==> config.mk <==
export PLATFORM = sky130hd
export DESIGN_NAME = tpe_mul
export DESIGN_NICKNAME = d
export VERILOG_FILES = /design/src/design/tpe_pkg.sv /design/src/design/tpe_mul.sv
export SDC_FILE = /design/constraint.sdc
export NUM_CORES = 2
export LEC_CHECK = 0
export BUFFER_PORTS_ARGS = -buffer_cell sky130_fd_sc_hd__buf_2
export CAP_MARGIN = 25
export CORE_ASPECT_RATIO = 1.2
export CORE_MARGIN = 2
export CORE_UTILIZATION = 52
export CTS_BUF_LIST = sky130_fd_sc_hd__clkbuf_8
export DETAILED_ROUTE_END_ITERATION = 8
export PLACE_DENSITY = 0.69
export SLEW_MARGIN = 10
export SYNTH_ARGS = -nofsm -noshare
export SYNTH_HDL_FRONTEND = slang
export SYNTH_SLANG_ARGS = --single-unit
==> constraint.sdc <==
create_clock -name clk -period 10.26 [get_ports clk]
set_input_delay 2.052 -clock clk [delete_from_list [all_inputs] [get_ports clk]]
set_output_delay 2.052 -clock clk [all_outputs]
set_load 0.05 [all_outputs]
==> src/design/tpe_pkg.sv <==
// Shared types, field widths and register codes of the trivariate polynomial evaluator.
`timescale 1ns / 1ps
`default_nettype none

package tpe_pkg;

	localparam int COEF_W     = 32;
	localparam int COORD_W    = 18;
	localparam int INDEX_W    = 8;
	localparam int OUT_W      = 48;
	localparam int ROUND_W    = COEF_W + 2;
	localparam int CFG_IDX_W  = 3;
	localparam int CFG_DATA_W = 4;
	localparam int DEG_W      = 3;
	localparam int TOTAL_W    = 4;
	localparam int EXP_W      = TOTAL_W + 1;

	localparam logic [DEG_W-1:0]   DEGREE_RESET = 3'd1;
	localparam logic [TOTAL_W-1:0] TOTAL_RESET  = 4'd15;

	localparam logic signed [OUT_W-1:0] OUT_MAX = {1'b0, {(OUT_W-1){1'b1}}};
	localparam logic signed [OUT_W-1:0] OUT_MIN = {1'b1, {(OUT_W-1){1'b0}}};

	typedef enum logic [0:0] {
		OP_WRITE = 1'b0,
		OP_EVAL  = 1'b1
	} opcode_t;

	typedef enum logic [CFG_IDX_W-1:0] {
		REG_DEGREE_U  = 3'd0,
		REG_DEGREE_V  = 3'd1,
		REG_DEGREE_W  = 3'd2,
		REG_MAX_TOTAL = 3'd3
	} cfg_reg_t;

	typedef struct packed {
		logic [DEG_W-1:0]   degree_u;
		logic [DEG_W-1:0]   degree_v;
		logic [DEG_W-1:0]   degree_w;
		logic [TOTAL_W-1:0] max_total_degree;
	} cfg_t;

endpackage

`default_nettype wire

==> src/design/tpe_mul.sv <==
// Shared signed multiplier with a product stage and a round-half-up stage.
`timescale 1ns / 1ps
`default_nettype none

module tpe_mul
	import tpe_pkg::*;
#(
	parameter int FRAC_BITS = 16
) (
	input  wire                        clk,
	input  wire signed [COEF_W-1:0]    a,
	input  wire signed [FRAC_BITS+1:0] b,
	output logic signed [ROUND_W-1:0]  rnd
);

	localparam int PW  = FRAC_BITS + 2;
	localparam int P_W = COEF_W + PW;
	localparam logic [P_W-1:0] HALF = P_W'(1) << (FRAC_BITS - 1);

	logic signed [P_W-1:0]     prod_s1;
	logic [P_W-1:0]            biased;
	logic signed [ROUND_W-1:0] rnd_s2;

	assign biased = prod_s1 + HALF;

	always_ff @(posedge clk) begin
		prod_s1 <= a * b;
		rnd_s2  <= $signed(biased[P_W-1:FRAC_BITS]);
	end

	assign rnd = rnd_s2;

endmodule

`default_nettype wire

After elaboration in Yosys (flattened, before gate mapping). Cells that the tools add are included.

Bits of input ports: 51. Word-level logic and storage cells: 4. Register bits after elaboration: 84. Output and inout port bits: 34.

Add/sub/neg operators: 1. Multipliers: 1.

Operators with widths (count): 50-bit by 16-bit adder with 50-bit output (second input constant) (1); 32-bit by 18-bit multiplier with 50-bit output (1).

Longest topological paths before layout.
Depth in word-level cells: 1. Depth in mapped cells: 24. Mapped depth without buffers: 23.

Least setup slack after synthesis. No wires, ideal clock.

Path type: input to register. Start: input port a[18]. End: register prod_s1[42]. Stages: 21. Slack: 2.519 ns. Arrival time: 7.654 ns. Cell sequence: clkbuf_1 clkbuf_1 nand2_1 fa_1 fa_1 fa_1 inv_1 fa_1 fa_1 inv_1 fa_1 inv_1 ha_1 a21o_1 o21bai_1 a221o_1 a22oi_2 nand3_2 o221ai_2 mux2_4 nor4_2.

Word-level cells in the longest chain between the ends: 1.

RTL lines: from (decl) (line tpe_mul.sv:11) `input wire signed [COEF_W-1:0] a,`; 32-bit by 18-bit multiplier with 50-bit output (line tpe_mul.sv:27) `prod_s1 <= a * b;`; to (signal assigned) (line tpe_mul.sv:27); to (decl) (line tpe_mul.sv:20) `logic signed [P_W-1:0] prod_s1;`.

No other way between the ends.

Final worst setup path.
Start: input port b[5]. End: register prod_s1[46].

Word-level cells in the longest chain between the ends: 1.

RTL lines: from (decl) (line tpe_mul.sv:12) `input wire signed [FRAC_BITS+1:0] b,`; 32-bit by 18-bit multiplier with 50-bit output (line tpe_mul.sv:27).

No other way between the ends.

==> summary.md <==
| Metric | Value |
|---|---|
| #FFs+latches synth | `69` |
| CP Launch Type | `input port` |
| Final net count | `3111` |
| Worst Tran Pin Value | `875 ps` |
| GP Congestion | `0.876` |
| Crit path time final | `roughly 8200 ps` |
| Pre-Repair DR Iteration Count | `5` |
| First-pass GRT wire length | `96400 um` |
| Syn Nets | `around 3100` |
| Total global-route track usage | `29.1%` |
| Initial Utilization | `a little over half` |
| Area grow syn2layout | `4.41%` |
| DR vias | `between 15000 and 20000` |
| Fillers | `around 3800` |
| Yosys warns | `0` |
| Hold-fix buffers, CTS | `0` |
| Die width | `191 um` |
| Critical path class | `in -> reg` |
| Final setup violation count | `0` |
| Total Routed Length | `58100 um` |
| Number of global-route vias before repair | `18798` |
| Antenna violations before repair | `3` |
| Post-synth top area share | `50.9%` |
| DP HPWL | `45600 um` |
| Main synth FF type | `dfxtp_1` |
| Final Max Tran Viols | `0` |
| Area of the multi-input gates | `17600 sq um` |
| Critical path peak fanout | `32` |
| Vias/cell | `5.42` |
| Total negative slack | `0 ps` |
| Crit path arrival time | `8490 ps` |
| Top-level I/O count | `85` |
| Status | `completed` |
| Area of the core | `41400 sq um` |
| Skew-Pair Late Insertion Delay | `around 370 ps` |
| Reg clk slew, reported paths | `70 ps` |
| DRC | `0` |
| Largest net degree at the start of global routing | `33` |
| Fmax | `approximately 120 MHz` |
| Post-cts sizing count | `0` |
| Routed WL per cell | `19.7 um` |
| Max-cap violations | `0` |
| Synth unique cells | `61` |
| CTS tree | `built` |
| Clk_skew | `13.1 ps` |
| Max-slew headroom | `41.7%` |
| Die Ht | `228 um` |
| Critical path required time | `about 11000 ps` |
| GR Overflow Total | `0` |
| Total die area | `43400 sq um` |
| Sequential area share after synthesis | `6.36%` |
| CTS buffer count | `9` |
| CTS sink cnt | `69` |
| Buffers on Ports | `84` |
| Clock Path Buffers | `2` |
| Ranking of synthesized cells by area | `fa_1 51%, inv_1 11%, ha_1 6.7%` |
| Post-synth top area cell | `fa_1` |
| EDFF count, synth | `0` |
| Avg Inst Size Synth | `9.06 sq um` |
| Hold Crit Class | `reg -> reg` |
| 1st-iter DRT viols | `approximately 840` |
| ANT nets after route | `0` |
| Post-CTS setup buffers | `0` |
| Mapped cell area | `21700 sq um` |
| Share of layout cells above drive strength 1 | `under 10%` |
| Async SR Flop Fraction | `0%` |
| Non-filler cells, final | `2944` |
| Synthesized instance count | `2397` |
| Root buf cell | `clkbuf_8` |
| Sequential cell area | `about 1400 sq um` |
| RSZ-0062 raised after global routing | `false` |
| # rows | `82` |
| Placed cells | `2926` |
| Final hold vios | `0` |
| Crit share post-route | `79.9%` |
| CP endpoint kind | `flip-flop` |
| H-tree Lvls | `3` |
==> stage by stage <==
| stage | hold slack, ps | setup WS, ps | instance area [sq um] | utilization (%) |
|---|---|---|---|---|
| floorplan | 409 | 2520 | 21700 | - |
| global placement | 450 | 1800 | 22400 | 54.2 |
| detailed placement | 455 | 1740 | 22400 | 54.2 |
| CTS | 463 | 2130 | 22700 | 54.7 |
| global route | 481 | 1710 | 22700 | 54.7 |
| finish | 455 | 2060 | 22700 | 54.7 |
==> worst max-delay path, stage by stage <==
cell and delay [ps]:
buf_2 640, and2_1 250, fa_1 450, fa_1 550
inv_1 50, fa_1 530, inv_1 60, fa_1 490
fa_1 490, inv_1 50, fa_1 470, inv_1 40
ha_1 380, nand2_1 180, nor4_1 510, o211ai_1 340
nand3_2 150, o221ai_2 160, o41ai_2 390, xor2_1 200
==> path summary, 6_finish.rpt <==
path                             from                   to  slack (ps)  cells after the start
setup / recovery                 b[5]  prod_s1[46]$_DFF_P_        2060                     20
hold / removal    prod_s1[27]$_DFF_P_      rnd[11]$_DFF_P_         450                      1
setup reg to reg  prod_s1[19]$_DFF_P_      rnd[32]$_DFF_P_        7800                      8
hold reg to reg   prod_s1[27]$_DFF_P_      rnd[11]$_DFF_P_         450                      1
==> cell type report <==
cell class,count,share of cell area (%)
tap,546,3.01
antenna,2,0.0221
multi-input combinational,1611,77.8
inverter,614,10.2
sequential,69,6.09
clock buffer,10,0.607
clock inverter,6,0.381
timing repair buffer,86,1.92
==> metal layers <==
| layer | GRT usage, % | wire (um) | vias to the layer above | share of wire, % |
|---|---|---|---|---|
| met2 | 52.6 | 30100 | 565 | 52 |
| met1 | 30.5 | 19800 | 8252 | 34 |
| met3 | 4.03 | 2860 | 273 | 4.9 |
| met5 | 0 | 16 | - | 0.028 |
| li1 | - | - | 6875 | - |
| met4 | 21.6 | 5310 | 2 | 9.1 |
==> flip-flops by register name, indices dropped and copies added (netlist names) <==
name,cells
rnd,34
prod_s1,35
==> logic make-up after synthesis <==
family / synth area share (%)
compound gates: 4.18
xor+xnor: 3.02
fa+ha+maj: 57.6
buf+inv: 12.4
flops: 6.36
mux: 0.161
simple gates: 16.3
==> Yosys cell counts (2+ instances only) <==
cell	instances
a31oi_2	2
o21a_1	8
xnor2_1	49
nand3_1	22
a21oi_1	42
and3_1	6
o31ai_2	3
o21ai_1	6
inv_1	614
ha_1	117
o22ai_1	3
and4_1	6
a21boi_1	3
and2_1	226
nand2_1	369
a21o_1	16
nor3_1	4
xor2_1	26
nor2_1	66
nor2b_1	3
or4_1	2
nor3b_1	3
a31oi_1	5
o41ai_2	2
nand3_2	2
nor4_1	2
fa_1	552
nand4_1	13
buf_2	2
mux2i_1	2
clkbuf_1	101
o21ai_0	14
a31o_2	2
o211ai_1	2
dfxtp_1	69
nand2b_1	5
o21bai_1	4
==> layout by cell type (no fill, tap or decap), types with 8 or more instances in the layout <==
master	Yosys	final
ha_1	117	117
clkbuf_8	0	10
nand4_1	13	13
fa_1	552	552
o21ai_0	14	14
nand2_1	369	369
xnor2_1	49	49
nor2_1	66	66
o21a_1	8	8
a21o_1	16	16
xor2_1	26	26
dfxtp_1	69	69
and2_1	226	226
buf_2	2	84
inv_1	614	614
nand3_1	22	22
a21oi_1	42	42
Power is left out: the tool's default activity adds up to more than one toggle a clock period on the data nets, which glitch-free logic cannot reach.
