[config.mk]
export PLATFORM = sky130hd
export DESIGN_NAME = tpe_seq
export DESIGN_NICKNAME = d
export VERILOG_FILES = /design/src/design/tpe_pkg.sv /design/src/design/tpe_seq.sv
export SDC_FILE = /design/constraint.sdc
export NUM_CORES = 1
export LEC_CHECK = 0
export BUFFER_PORTS_ARGS = -buffer_cell sky130_fd_sc_hd__buf_2
export CORE_ASPECT_RATIO = 0.5
export CORE_MARGIN = 10
export CORE_UTILIZATION = 59
export DETAILED_ROUTE_END_ITERATION = 12
export PLACE_DENSITY = 0.8
export SETUP_SLACK_MARGIN = 0.4
export SLEW_MARGIN = 20
export SYNTH_ARGS = -nofsm -noshare
export SYNTH_HDL_FRONTEND = slang
export SYNTH_SLANG_ARGS = --single-unit
[constraint.sdc]
create_clock -name clk -period 5.1 [get_ports clk]
set_input_delay 0.765 -clock clk [delete_from_list [all_inputs] [get_ports clk]]
set_output_delay 0.765 -clock clk [all_outputs]
set_load 0.05 [all_outputs]
[src/design/tpe_pkg.sv]
// Shared types, field widths and register codes of the trivariate polynomial evaluator.
`timescale 1ns / 1ps
`default_nettype none

package tpe_pkg;

	localparam int COEF_W     = 32;
	localparam int COORD_W    = 18;
	localparam int INDEX_W    = 8;
	localparam int OUT_W      = 48;
	localparam int ROUND_W    = COEF_W + 2;
	localparam int CFG_IDX_W  = 3;
	localparam int CFG_DATA_W = 4;
	localparam int DEG_W      = 3;
	localparam int TOTAL_W    = 4;
	localparam int EXP_W      = TOTAL_W + 1;

	localparam logic [DEG_W-1:0]   DEGREE_RESET = 3'd1;
	localparam logic [TOTAL_W-1:0] TOTAL_RESET  = 4'd15;

	localparam logic signed [OUT_W-1:0] OUT_MAX = {1'b0, {(OUT_W-1){1'b1}}};
	localparam logic signed [OUT_W-1:0] OUT_MIN = {1'b1, {(OUT_W-1){1'b0}}};

	typedef enum logic [0:0] {
		OP_WRITE = 1'b0,
		OP_EVAL  = 1'b1
	} opcode_t;

	typedef enum logic [CFG_IDX_W-1:0] {
		REG_DEGREE_U  = 3'd0,
		REG_DEGREE_V  = 3'd1,
		REG_DEGREE_W  = 3'd2,
		REG_MAX_TOTAL = 3'd3
	} cfg_reg_t;

	typedef struct packed {
		logic [DEG_W-1:0]   degree_u;
		logic [DEG_W-1:0]   degree_v;
		logic [DEG_W-1:0]   degree_w;
		logic [TOTAL_W-1:0] max_total_degree;
	} cfg_t;

endpackage

`default_nettype wire

[src/design/tpe_seq.sv]
// Sequencer: power formation, monomial walk, accumulation and the result register.
`timescale 1ns / 1ps
`default_nettype none

module tpe_seq
	import tpe_pkg::*;
#(
	parameter int MAX_DEGREE = 5,
	parameter int FRAC_BITS  = 16
) (
	input  wire                                                   clk,
	input  wire                                                   arst_n,
	input  wire cfg_t                                             cfg,
	input  wire                                                   eval_start,
	input  wire signed [COORD_W-1:0]                              u_coord,
	input  wire signed [COORD_W-1:0]                              v_coord,
	input  wire signed [COORD_W-1:0]                              w_coord,
	output logic                                                  in_stall,
	output logic                                                  ram_re,
	output logic [$clog2((MAX_DEGREE+1)*(MAX_DEGREE+1)*(MAX_DEGREE+1))-1:0] ram_raddr,
	input  wire [COEF_W-1:0]                                      ram_rdata,
	output logic signed [COEF_W-1:0]                              mul_a,
	output logic signed [FRAC_BITS+1:0]                           mul_b,
	input  wire signed [ROUND_W-1:0]                              mul_rnd,
	output logic                                                  out_valid,
	input  wire                                                   out_stall,
	output logic signed [OUT_W-1:0]                               poly_value,
	output logic                                                  overflow
);

	localparam int SIDE   = MAX_DEGREE + 1;
	localparam int DEPTH  = SIDE * SIDE * SIDE;
	localparam int ADDR_W = $clog2(DEPTH);
	localparam int SLOT_W = $clog2(DEPTH + 1);
	localparam int DW     = $clog2(SIDE);
	localparam int NW     = $clog2(SIDE + 1);
	localparam int PW     = FRAC_BITS + 2;
	localparam int ACC_W  = ROUND_W + SLOT_W;
	localparam int SAT_W  = (ACC_W > OUT_W) ? ACC_W : OUT_W;
	localparam int CMP_W  = (PW > COORD_W) ? PW : COORD_W;

	localparam logic signed [PW-1:0] ONE_P = {2'b01, {FRAC_BITS{1'b0}}};

	typedef enum logic [3:0] {
		S_IDLE,
		S_POW_ISSUE,
		S_POW_WAIT,
		S_POW_STORE,
		S_CHECK,
		S_UV_WAIT,
		S_UV,
		S_MONO_WAIT,
		S_MONO,
		S_TERM_WAIT,
		S_TERM,
		S_FINISH
	} state_t;

	typedef enum logic [1:0] {
		AX_U,
		AX_V,
		AX_W
	} axis_t;

	function automatic logic signed [PW-1:0] clamp_coord(input logic signed [COORD_W-1:0] raw);
		logic signed [CMP_W-1:0] x;
		logic signed [CMP_W-1:0] hi;
		x  = CMP_W'(raw);
		hi = CMP_W'(ONE_P);
		if (x > hi) begin
			return ONE_P;
		end else if (x < -hi) begin
			return -ONE_P;
		end
		return PW'(x);
	endfunction

	function automatic logic [DW-1:0] clamp_deg(input logic [DEG_W-1:0] d);
		if (int'(d) > MAX_DEGREE) begin
			return DW'(MAX_DEGREE);
		end
		return DW'(d);
	endfunction

	state_t                  state_q;
	axis_t                   axis_q;
	logic [NW-1:0]           n_q;
	logic signed [PW-1:0]    last_q;
	logic signed [PW-1:0]    xu_q, xv_q, xw_q;
	logic signed [PW-1:0]    pu_q [SIDE];
	logic signed [PW-1:0]    pv_q [SIDE];
	logic signed [PW-1:0]    pw_q [SIDE];
	logic [DW-1:0]           i_q, j_q, k_q;
	logic [SLOT_W-1:0]       slot_q;
	logic signed [ACC_W-1:0] acc_q;
	logic                    out_valid_q;
	logic signed [OUT_W-1:0] poly_q;
	logic                    ovf_q;

	logic [DW-1:0]           du, dv, dw, deg_sel;
	logic signed [PW-1:0]    x_sel, rnd_p;
	logic                    pow_more, kept, last;
	logic [EXP_W-1:0]        exp_sum;
	logic [DW-1:0]           i_nx, j_nx, k_nx;
	logic signed [SAT_W-1:0] acc_x;
	logic                    sat_hi, sat_lo;
	logic signed [OUT_W-1:0] sat_val;

	assign du = clamp_deg(cfg.degree_u);
	assign dv = clamp_deg(cfg.degree_v);
	assign dw = clamp_deg(cfg.degree_w);

	always_comb begin
		case (axis_q)
			AX_U: begin
				deg_sel = du;
				x_sel   = xu_q;
			end
			AX_V: begin
				deg_sel = dv;
				x_sel   = xv_q;
			end
			AX_W: begin
				deg_sel = dw;
				x_sel   = xw_q;
			end
			default: begin
				deg_sel = dw;
				x_sel   = xw_q;
			end
		endcase
	end

	assign pow_more = n_q <= NW'(deg_sel);
	assign rnd_p    = $signed(mul_rnd[PW-1:0]);
	assign exp_sum  = EXP_W'(i_q) + EXP_W'(j_q) + EXP_W'(k_q);
	assign kept     = exp_sum <= EXP_W'(cfg.max_total_degree);
	assign last     = (i_q == du) && (j_q == dv) && (k_q == dw);

	always_comb begin
		i_nx = i_q + DW'(1);
		j_nx = j_q;
		k_nx = k_q;
		if (i_q == du) begin
			i_nx = '0;
			j_nx = j_q + DW'(1);
			if (j_q == dv) begin
				j_nx = '0;
				k_nx = k_q + DW'(1);
			end
		end
	end

	always_comb begin
		case (state_q)
			S_POW_ISSUE: begin
				mul_a = COEF_W'(last_q);
				mul_b = x_sel;
			end
			S_CHECK: begin
				mul_a = COEF_W'(pu_q[i_q]);
				mul_b = pv_q[j_q];
			end
			S_UV: begin
				mul_a = COEF_W'(rnd_p);
				mul_b = pw_q[k_q];
			end
			S_MONO: begin
				mul_a = $signed(ram_rdata);
				mul_b = rnd_p;
			end
			default: begin
				mul_a = '0;
				mul_b = '0;
			end
		endcase
	end

	assign ram_re    = (state_q == S_CHECK) && kept;
	assign ram_raddr = slot_q[ADDR_W-1:0];

	assign acc_x   = SAT_W'(acc_q);
	assign sat_hi  = acc_x > SAT_W'(OUT_MAX);
	assign sat_lo  = acc_x < SAT_W'(OUT_MIN);
	assign sat_val = sat_hi ? OUT_MAX : (sat_lo ? OUT_MIN : $signed(acc_x[OUT_W-1:0]));

	always_ff @(posedge clk) begin
		if (eval_start) begin
			pu_q[0] <= ONE_P;
			pv_q[0] <= ONE_P;
			pw_q[0] <= ONE_P;
		end
		if (state_q == S_POW_STORE) begin
			case (axis_q)
				AX_U:    pu_q[n_q[DW-1:0]] <= rnd_p;
				AX_V:    pv_q[n_q[DW-1:0]] <= rnd_p;
				default: pw_q[n_q[DW-1:0]] <= rnd_p;
			endcase
		end
	end

	always_ff @(posedge clk or negedge arst_n) begin
		if (!arst_n) begin
			state_q     <= S_IDLE;
			axis_q      <= AX_U;
			n_q         <= '0;
			last_q      <= '0;
			xu_q        <= '0;
			xv_q        <= '0;
			xw_q        <= '0;
			i_q         <= '0;
			j_q         <= '0;
			k_q         <= '0;
			slot_q      <= '0;
			acc_q       <= '0;
			out_valid_q <= 1'b0;
			poly_q      <= '0;
			ovf_q       <= 1'b0;
		end else begin
			if (state_q == S_FINISH && (!out_valid_q || !out_stall)) begin
				out_valid_q <= 1'b1;
			end else if (out_valid_q && !out_stall) begin
				out_valid_q <= 1'b0;
			end
			unique case (state_q)
				S_IDLE: begin
					if (eval_start) begin
						xu_q    <= clamp_coord(u_coord);
						xv_q    <= clamp_coord(v_coord);
						xw_q    <= clamp_coord(w_coord);
						axis_q  <= AX_U;
						n_q     <= NW'(1);
						last_q  <= ONE_P;
						i_q     <= '0;
						j_q     <= '0;
						k_q     <= '0;
						slot_q  <= '0;
						acc_q   <= '0;
						state_q <= S_POW_ISSUE;
					end
				end
				S_POW_ISSUE: begin
					if (pow_more) begin
						state_q <= S_POW_WAIT;
					end else begin
						n_q    <= NW'(1);
						last_q <= ONE_P;
						case (axis_q)
							AX_U:    axis_q <= AX_V;
							AX_V:    axis_q <= AX_W;
							default: state_q <= S_CHECK;
						endcase
					end
				end
				S_POW_WAIT: state_q <= S_POW_STORE;
				S_POW_STORE: begin
					last_q  <= rnd_p;
					n_q     <= n_q + NW'(1);
					state_q <= S_POW_ISSUE;
				end
				S_CHECK: begin
					if (kept) begin
						state_q <= S_UV_WAIT;
					end else if (last) begin
						state_q <= S_FINISH;
					end else begin
						i_q <= i_nx;
						j_q <= j_nx;
						k_q <= k_nx;
					end
				end
				S_UV_WAIT:   state_q <= S_UV;
				S_UV:        state_q <= S_MONO_WAIT;
				S_MONO_WAIT: state_q <= S_MONO;
				S_MONO:      state_q <= S_TERM_WAIT;
				S_TERM_WAIT: state_q <= S_TERM;
				S_TERM: begin
					acc_q  <= acc_q + ACC_W'(mul_rnd);
					slot_q <= slot_q + SLOT_W'(1);
					if (last) begin
						state_q <= S_FINISH;
					end else begin
						i_q     <= i_nx;
						j_q     <= j_nx;
						k_q     <= k_nx;
						state_q <= S_CHECK;
					end
				end
				S_FINISH: begin
					if (!out_valid_q || !out_stall) begin
						poly_q  <= sat_val;
						ovf_q   <= sat_hi || sat_lo;
						state_q <= S_IDLE;
					end
				end
				default: state_q <= S_IDLE;
			endcase
		end
	end

	assign in_stall   = state_q != S_IDLE;
	assign out_valid  = out_valid_q;
	assign poly_value = poly_q;
	assign overflow   = ovf_q;

	a_busy_after_eval: assert property (@(posedge clk) disable iff (!arst_n)
		eval_start |=> in_stall)
		else $error("Block accepted a further item while an evaluation was running.");

	a_coef_read_timing: assert property (@(posedge clk) disable iff (!arst_n)
		(state_q == S_MONO) |-> $past(ram_re, 4))
		else $error("Coefficient product issued without a matching table read.");

	a_result_source: assert property (@(posedge clk) disable iff (!arst_n)
		$rose(out_valid_q) |-> $past(state_q == S_FINISH))
		else $error("Result appeared without a finished evaluation.");

	a_overflow_bound: assert property (@(posedge clk) disable iff (!arst_n)
		(out_valid_q && ovf_q) |-> (poly_q == OUT_MAX || poly_q == OUT_MIN))
		else $error("Overflow flagged but the value is not at a saturation bound.");

endmodule

`default_nettype wire

== After elaboration in Yosys (flattened, before gate mapping) ==
Memory sizes are Yosys's and may differ from the RTL's.
Cells that the tools add are included.

* Register bits after elaboration: 190
* Bits in latches: 0
* Memory bits (writable): 324
* Memory bits (read-only): 0
* Output and inout bits: 110
* Word-level logic and storage cells: 172
* Memories: 3

* Add/sub/neg operators: 8
* $mul: 0
* Div/mod/pow operators: 0
* Order comparisons: 13
* Equality and inequality tests: 22
* Shift operators: 0
* Multiplexer cells: 86
* Bitwise operators: 0
* Reduce and logical (&&, ||, !) cells: 25

{| class="wikitable"
|+ Memories
! memory !! words !! width !! rd ports !! clocked after Yosys merged registers in !! wr ports !! RTL line !! RTL
|-
| pu_q || 6 || 18 || 1 || 0 || 2 || tpe_seq.sv:90 || <nowiki>logic signed [PW-1:0] pu_q [SIDE];</nowiki>
|-
| pv_q || 6 || 18 || 1 || 0 || 2 || tpe_seq.sv:91 || <nowiki>logic signed [PW-1:0] pv_q [SIDE];</nowiki>
|-
| pw_q || 6 || 18 || 1 || 0 || 2 || tpe_seq.sv:92 || <nowiki>logic signed [PW-1:0] pw_q [SIDE];</nowiki>
|}

{| class="wikitable"
|+ Operators by type and width
! kind !! number
|-
| $mux 18 || 11
|-
| $pmux 32 s4 || 1
|-
| $mux 48 || 2
|-
| $pmux 42 s2 || 1
|-
| $pmux 18 s4 || 1
|-
| $mux 3 || 20
|-
| $gt 18x18->1 const B || 3
|-
| $lt 18x17->1 const B || 3
|-
| $pmux 18 s3 || 1
|-
| $gt 42x48->1 const B || 1
|-
| $lt 42x48->1 const B || 1
|-
| $pmux 4 s12 || 1
|-
| $add 42x34->42 || 1
|-
| $mux 42 || 1
|-
| $pmux 18 s2 || 1
|-
| $pmux 3 s3 || 4
|-
| $mux 1 || 28
|-
| $mux 4 || 7
|-
| $eq 4x3->1 const B || 4
|-
| $eq 4x4->1 const B || 4
|-
| $pmux 8 s2 || 1
|-
| $add 3x1->3 const B || 4
|-
| $eq 3x3->1 || 3
|-
| $gt 3x3->1 const B || 3
|-
| other kinds (27) || 47
|}

== Logic depth before layout (Yosys ltp) ==
* Depth after elaboration: 9
* Depth in mapped cells: 16

== Worst setup path before layout ==
No wires, ideal clock.

* Path type: register to output
* From: register j_q[1]
* To: output port ram_re
* Data arrival time: 4172 ps
* Required time: 4335 ps
* Path slack: 163 ps
* Cell stages (with the launch flop): 13
* Path buffers: 2
* Cells stage by stage: dfrtp_1 -> buf_1 -> clkbuf_1 -> inv_1 -> fa_1 -> inv_1 -> ha_1 -> fa_1 -> ha_1 -> o21a_1 -> o21a_1 -> o21a_1 -> nor3_1

* Word-level cells in the longest chain between the ends: 4

{| class="wikitable"
|+ Ends and longest elaborated chain
! element !! RTL line !! RTL
|-
| start: declaration || tpe_seq.sv:93 || <nowiki>logic [DW-1:0] i_q, j_q, k_q;</nowiki>
|-
| start signal: assignment || tpe_seq.sv:268 || <nowiki>j_q <= j_nx;</nowiki>
|-
| start signal: assignment || tpe_seq.sv:284 || <nowiki>j_q <= j_nx;</nowiki>
|-
| $add 3x3->4 || tpe_seq.sv:136 || <nowiki>assign exp_sum = EXP_W'(i_q) + EXP_W'(j_q) + EXP_W'(k_q);</nowiki>
|-
| $add 4x3->5 || tpe_seq.sv:136 ||
|-
| $le 5x4->1 || tpe_seq.sv:137 || <nowiki>assign kept = exp_sum <= EXP_W'(cfg.max_total_degree);</nowiki>
|-
| $logic_and 1x1->1 || tpe_seq.sv:179 || <nowiki>assign ram_re = (state_q == S_CHECK) && kept;</nowiki>
|-
| end: declaration || tpe_seq.sv:19 || <nowiki>output logic ram_re,</nowiki>
|}

No other way between the ends.

== Worst setup path after layout ==
* From: register j_q[0]
* To: output port ram_re

The elaborated chain is that of the path after synthesis.

==> flow_summary.html <==
<table>
<tr><th>Metric</th><th>Value</th></tr>
<tr><th colspan="2">Finish</th></tr>
<tr><td>Fraction of layout instances using a drive strength above 1</td><td>0.239</td></tr>
<tr><td>Signed area change from the synthesized netlist to the final layout</td><td>14.3%</td></tr>
<tr><td>Fillcell total</td><td>2672</td></tr>
<tr><td>Sequential cell area in the final layout</td><td>14300 um^2</td></tr>
<tr><td>Total Nets Final</td><td>2253</td></tr>
<tr><td>Area used by multi-input combinational logic</td><td>8990 um^2</td></tr>
<tr><td>Count of non-filler cells in the finished layout</td><td>2626</td></tr>
<tr><th colspan="2">STA</th></tr>
<tr><td>Setup skew after layout</td><td>0.0282 ns</td></tr>
<tr><td>Hold Fails Final Rpt</td><td>0</td></tr>
<tr><td>Least-Margin Pin Slew</td><td>1.13 ns</td></tr>
<tr><td>Slew margin rel.</td><td>0.247</td></tr>
<tr><td>Sum of negative setup slack</td><td>0 ns</td></tr>
<tr><td>Upper clock frequency limit</td><td>229 MHz</td></tr>
<tr><td>Minimum period implied by the final worst setup slack</td><td>4.37 ns</td></tr>
<tr><td>RSZ-0062 raised after global routing</td><td>no</td></tr>
<tr><td>Final setup viols</td><td>0</td></tr>
<tr><td>Final-report max-slew violation count</td><td>0</td></tr>
<tr><td>Final period util</td><td>0.857</td></tr>
<tr><th colspan="2">Placement</th></tr>
<tr><td>Detail Placement HPWL</td><td>43800 um</td></tr>
<tr><td>RD Place Congestion</td><td>0.916</td></tr>
<tr><td>Number of port buffers</td><td>245</td></tr>
<tr><td>Cell count after placement</td><td>2540</td></tr>
<tr><th colspan="2">Logic synthesis</th></tr>
<tr><td>Mux contribution to synthesized area</td><td>0.104</td></tr>
<tr><td>Total nets after synthesis</td><td>2033</td></tr>
<tr><td>Synthesized-area fraction occupied by ao, oa, aoi and oai cells</td><td>0.135</td></tr>
<tr><td>Synth top area share</td><td>0.407</td></tr>
<tr><td>Total of warnings raised by yosys</td><td>0</td></tr>
<tr><td>Synth async-reset ratio</td><td>0.362</td></tr>
<tr><td>Post-synthesis cell type with the largest combined area</td><td>edfxtp_1</td></tr>
<tr><td>Synth Flop Type</td><td>edfxtp_1</td></tr>
<tr><td>Synthesized instance count</td><td>1836</td></tr>
<tr><td>Arithmetic-cell share of the synthesized area counting full adders, half adders and majority gates</td><td>0.0330</td></tr>
<tr><td>Post-synthesis xor/xnor area fraction</td><td>0.0169</td></tr>
<tr><td>Dominant cells by area after synthesis</td><td>edfxtp_1, dfrtp_1, mux4_2</td></tr>
<tr><td>Library cell with the highest instance count after synthesis</td><td>edfxtp_1</td></tr>
<tr><td>Largest family of logic cells by synthesized area</td><td>compound AO/OA/AOI/OAI gates</td></tr>
<tr><td>Unique cell type count in the Yosys netlist</td><td>81</td></tr>
<tr><td>Mapped cell area</td><td>23900 um^2</td></tr>
<tr><td>Flop and latch count out of synthesis</td><td>508</td></tr>
<tr><td>Sequential element share of the synthesized area</td><td>0.600</td></tr>
<tr><td>Area share of and/or/nand/nor cells after synthesis</td><td>0.0844</td></tr>
<tr><td>Count of flip-flops with a built-in enable after synthesis</td><td>324</td></tr>
<tr><td>Synthesized area per cell</td><td>13.0 um^2</td></tr>
<tr><td>List of most frequent post-synthesis cells</td><td>edfxtp_1, dfrtp_1, o21ai_0, nand2_1, clkbuf_1</td></tr>
<tr><th colspan="2">Global route</th></tr>
<tr><td>Gr usage total</td><td>0.265</td></tr>
<tr><td>Number of global-route vias before repair</td><td>17100</td></tr>
<tr><td>Largest net degree at the start of global routing</td><td>99</td></tr>
<tr><td>Total congestion overflow after global routing</td><td>0</td></tr>
<tr><td>Global-route wire length before repair</td><td>103000 um</td></tr>
<tr><td>Antenna violations before repair</td><td>8</td></tr>
<tr><th colspan="2">Worst setup path</th></tr>
<tr><td>Worst endpoint required time</td><td>4.34 ns</td></tr>
<tr><td>Largest delay share family, worst path</td><td>adder cells</td></tr>
<tr><td>Most numerous cell on the critical path</td><td>o21a_1</td></tr>
<tr><td>Data arrival time at the worst-slack endpoint</td><td>3.61 ns</td></tr>
<tr><td>Worst setup EP type</td><td>primary output</td></tr>
<tr><td>Peak per-stage delay on the critical path</td><td>0.62 ns</td></tr>
<tr><td>Max Fanout on Critical Path</td><td>17</td></tr>
<tr><td>Worst path slowest cell</td><td>dfrtp_2</td></tr>
<tr><td>Critical path startpoint category</td><td>register</td></tr>
<tr><td>Critical path type</td><td>reg -&gt; out</td></tr>
<tr><td>Critical-path cell list</td><td>fa_1 &gt; ha_1 &gt; fa_1 &gt; ha_1 &gt; o21a_1 &gt; o21a_1 &gt; o21a_1 &gt; nor3_2 &gt; buf_2</td></tr>
<tr><td>Number of buffer and inverter stages on the critical path</td><td>1</td></tr>
<tr><th colspan="2">Power</th></tr>
<tr><td>Maximum ir drop on the vdd rail</td><td>0.000406 V</td></tr>
<tr><td>Pwr dens</td><td>527 nW/um^2</td></tr>
<tr><td>Leakage power summed over all cells</td><td>0.0110 uW</td></tr>
<tr><th colspan="2">Detailed routing</th></tr>
<tr><td>Total number of vias</td><td>17100</td></tr>
<tr><td>Average vias per placed instance</td><td>6.51</td></tr>
<tr><td>Detailed Route Iter0 Violations</td><td>2165</td></tr>
<tr><td>Antenna Nets Post-Route</td><td>0</td></tr>
<tr><td>Mean routed wirelength per cell</td><td>25.6 um</td></tr>
<tr><td>First-pass DRT Iterations</td><td>7</td></tr>
<tr><td>Final wirelength</td><td>67300 um</td></tr>
<tr><td>DRC violations left</td><td>0</td></tr>
<tr><th colspan="2">CTS</th></tr>
<tr><td>Max clock buf depth</td><td>3</td></tr>
<tr><td>Clock sink total</td><td>508</td></tr>
<tr><td>Clock insertion delay at the later pin of the skew report</td><td>0.59 ns</td></tr>
<tr><td>Clock tree from TritonCTS</td><td>done</td></tr>
<tr><td>Buffer cell driving the clock tree root</td><td>clkbuf_16</td></tr>
<tr><td>Number of buffers inserted by hold repair at cts</td><td>0</td></tr>
<tr><td>Number of buffers created by CTS</td><td>44</td></tr>
<tr><td>Clock-pin slew reported for the worst setup and hold paths after clock tree synthesis</td><td>0.07 ns</td></tr>
<tr><td>Number of buffers inserted to repair setup after CTS</td><td>0</td></tr>
<tr><td>Deepest level of the CTS H-tree</td><td>2</td></tr>
<tr><td>Post-cts sizing count</td><td>0</td></tr>
<tr><th colspan="2">Outcome</th></tr>
<tr><td>Result of the run</td><td>finished clean</td></tr>
<tr><th colspan="2">Floorplan</th></tr>
<tr><td>Placeable core region</td><td>39400 um^2</td></tr>
<tr><td>Site row count</td><td>51</td></tr>
<tr><td>Vertical die dimension</td><td>162 um</td></tr>
<tr><td>Number of top-level pins</td><td>247</td></tr>
<tr><td>Initial core utilization</td><td>0.605</td></tr>
<tr><td>Overall die width</td><td>304 um</td></tr>
<tr><td>Die Footprint</td><td>49400 um^2</td></tr>
<tr><th colspan="2">Job</th></tr>
<tr><td>Max-cap violations</td><td>0</td></tr>
<tr><th colspan="2">Worst hold path</th></tr>
<tr><td>Worst hold path type</td><td>in -&gt; async</td></tr>
</table>
-- kinds of logic (layout without fill, tap and decap cells) --
| group | Yosys count | after routing |
|---|---|---|
| xor+xnor | 46 | 46 |
| compound gates | 477 | 477 |
| mux | 175 | 175 |
| simple gates | 414 | 414 |
| fa+ha+maj | 60 | 60 |
| buf+inv | 155 | 410 |
| other cells | 1 | 6 |
| flops | 508 | 508 |
-- power breakdown --
part | internal, uW | switching (uW) | total, uW
Sequential | 4970 | 481 | 5450
Clock | 2030 | 1570 | 3600
Combinational | 1860 | 3470 | 5330
-- layer usage --
layer	share of wire	GRT usage	vias up
met5	0.00034	0	-
met3	0.11	0.0753	124
met2	0.49	0.435	937
li1	-	-	7458
met1	0.38	0.340	8572
met4	0.026	0.0823	4
-- worst reg2reg max path, delay by kind of cell (launching register included) --
| kind | cells | cell delay [ns] |
|---|---|---|
| DFF | 1 | 0.62 |
| and+or+nand+nor | 1 | 0.17 |
| AOI/OAI and AO/OA | 6 | 1.38 |
| adders and majority gates | 4 | 1.45 |
-- state kept, by name (all words and copies together) (netlist names) --
name        cells
axis_q          2
i_q             3
xw_q           18
pu_q          108
out_valid       1
j_q             3
n_q             3
state_q         4
k_q             3
pv_q          108
last_q         18
acc_q          42
ram_raddr       8
pw_q          108
poly_value     43
xv_q           18
xu_q           18
-- path summary, 6_finish.rpt --
path,startpoint,endpoint,slack [ns],depth (start not counted)
hold reg to reg,xw_q[16],xw_q[16],0.47,2
setup reg to reg,j_q[0],k_q[0],1.35,11
max in group asynchronous,arst_n,xu_q[0],3.85,2
min in group clk,w_coord[14],xw_q[14],0.41,2
setup / recovery,j_q[0],ram_re,0.73,9
hold / removal,arst_n,poly_value[23],0.27,1
-- final cells by class --
| class | instances | area share |
|---|---|---|
| Tap cell | 530 | 0.0243 |
| Antenna cell | 5 | 0.000458 |
| Inverter | 34 | 0.00467 |
| Clock buffer | 56 | 0.0434 |
| Multi-Input combinational cell | 1173 | 0.329 |
| Sequential cell | 508 | 0.525 |
| Clock inverter | 25 | 0.0131 |
| Timing Repair Buffer | 295 | 0.0594 |
-- placed cells by master (no fill, tap or decap), drive strengths merged, types with 54 or more instances in the layout --
master,netlist,final
a21oi,82,82
a22o,66,66
and2,55,55
buf,34,294
clkbuf,87,57
dfrtp,184,184
edfxtp,324,324
ha,55,55
mux2i,77,77
mux4,54,54
nand2,151,151
nor2,67,67
o21ai,171,171
-- through the flow --
step                utilization  total power, uW  hold WS, ns  cell area (um^2)  worst slack (ns)
finish                    0.692            14400        0.269             27300             0.728
CTS                       0.692            14300        0.310             27300             0.727
floorplan                     -             9320        0.438             23900             0.582
detailed placement        0.653            10700        0.456             25700              1.38
global placement          0.653            10600        0.449             25700              1.41
global route              0.692            15000        0.337             27300             0.604
Note: power is estimated with default switching activity, not from simulation.
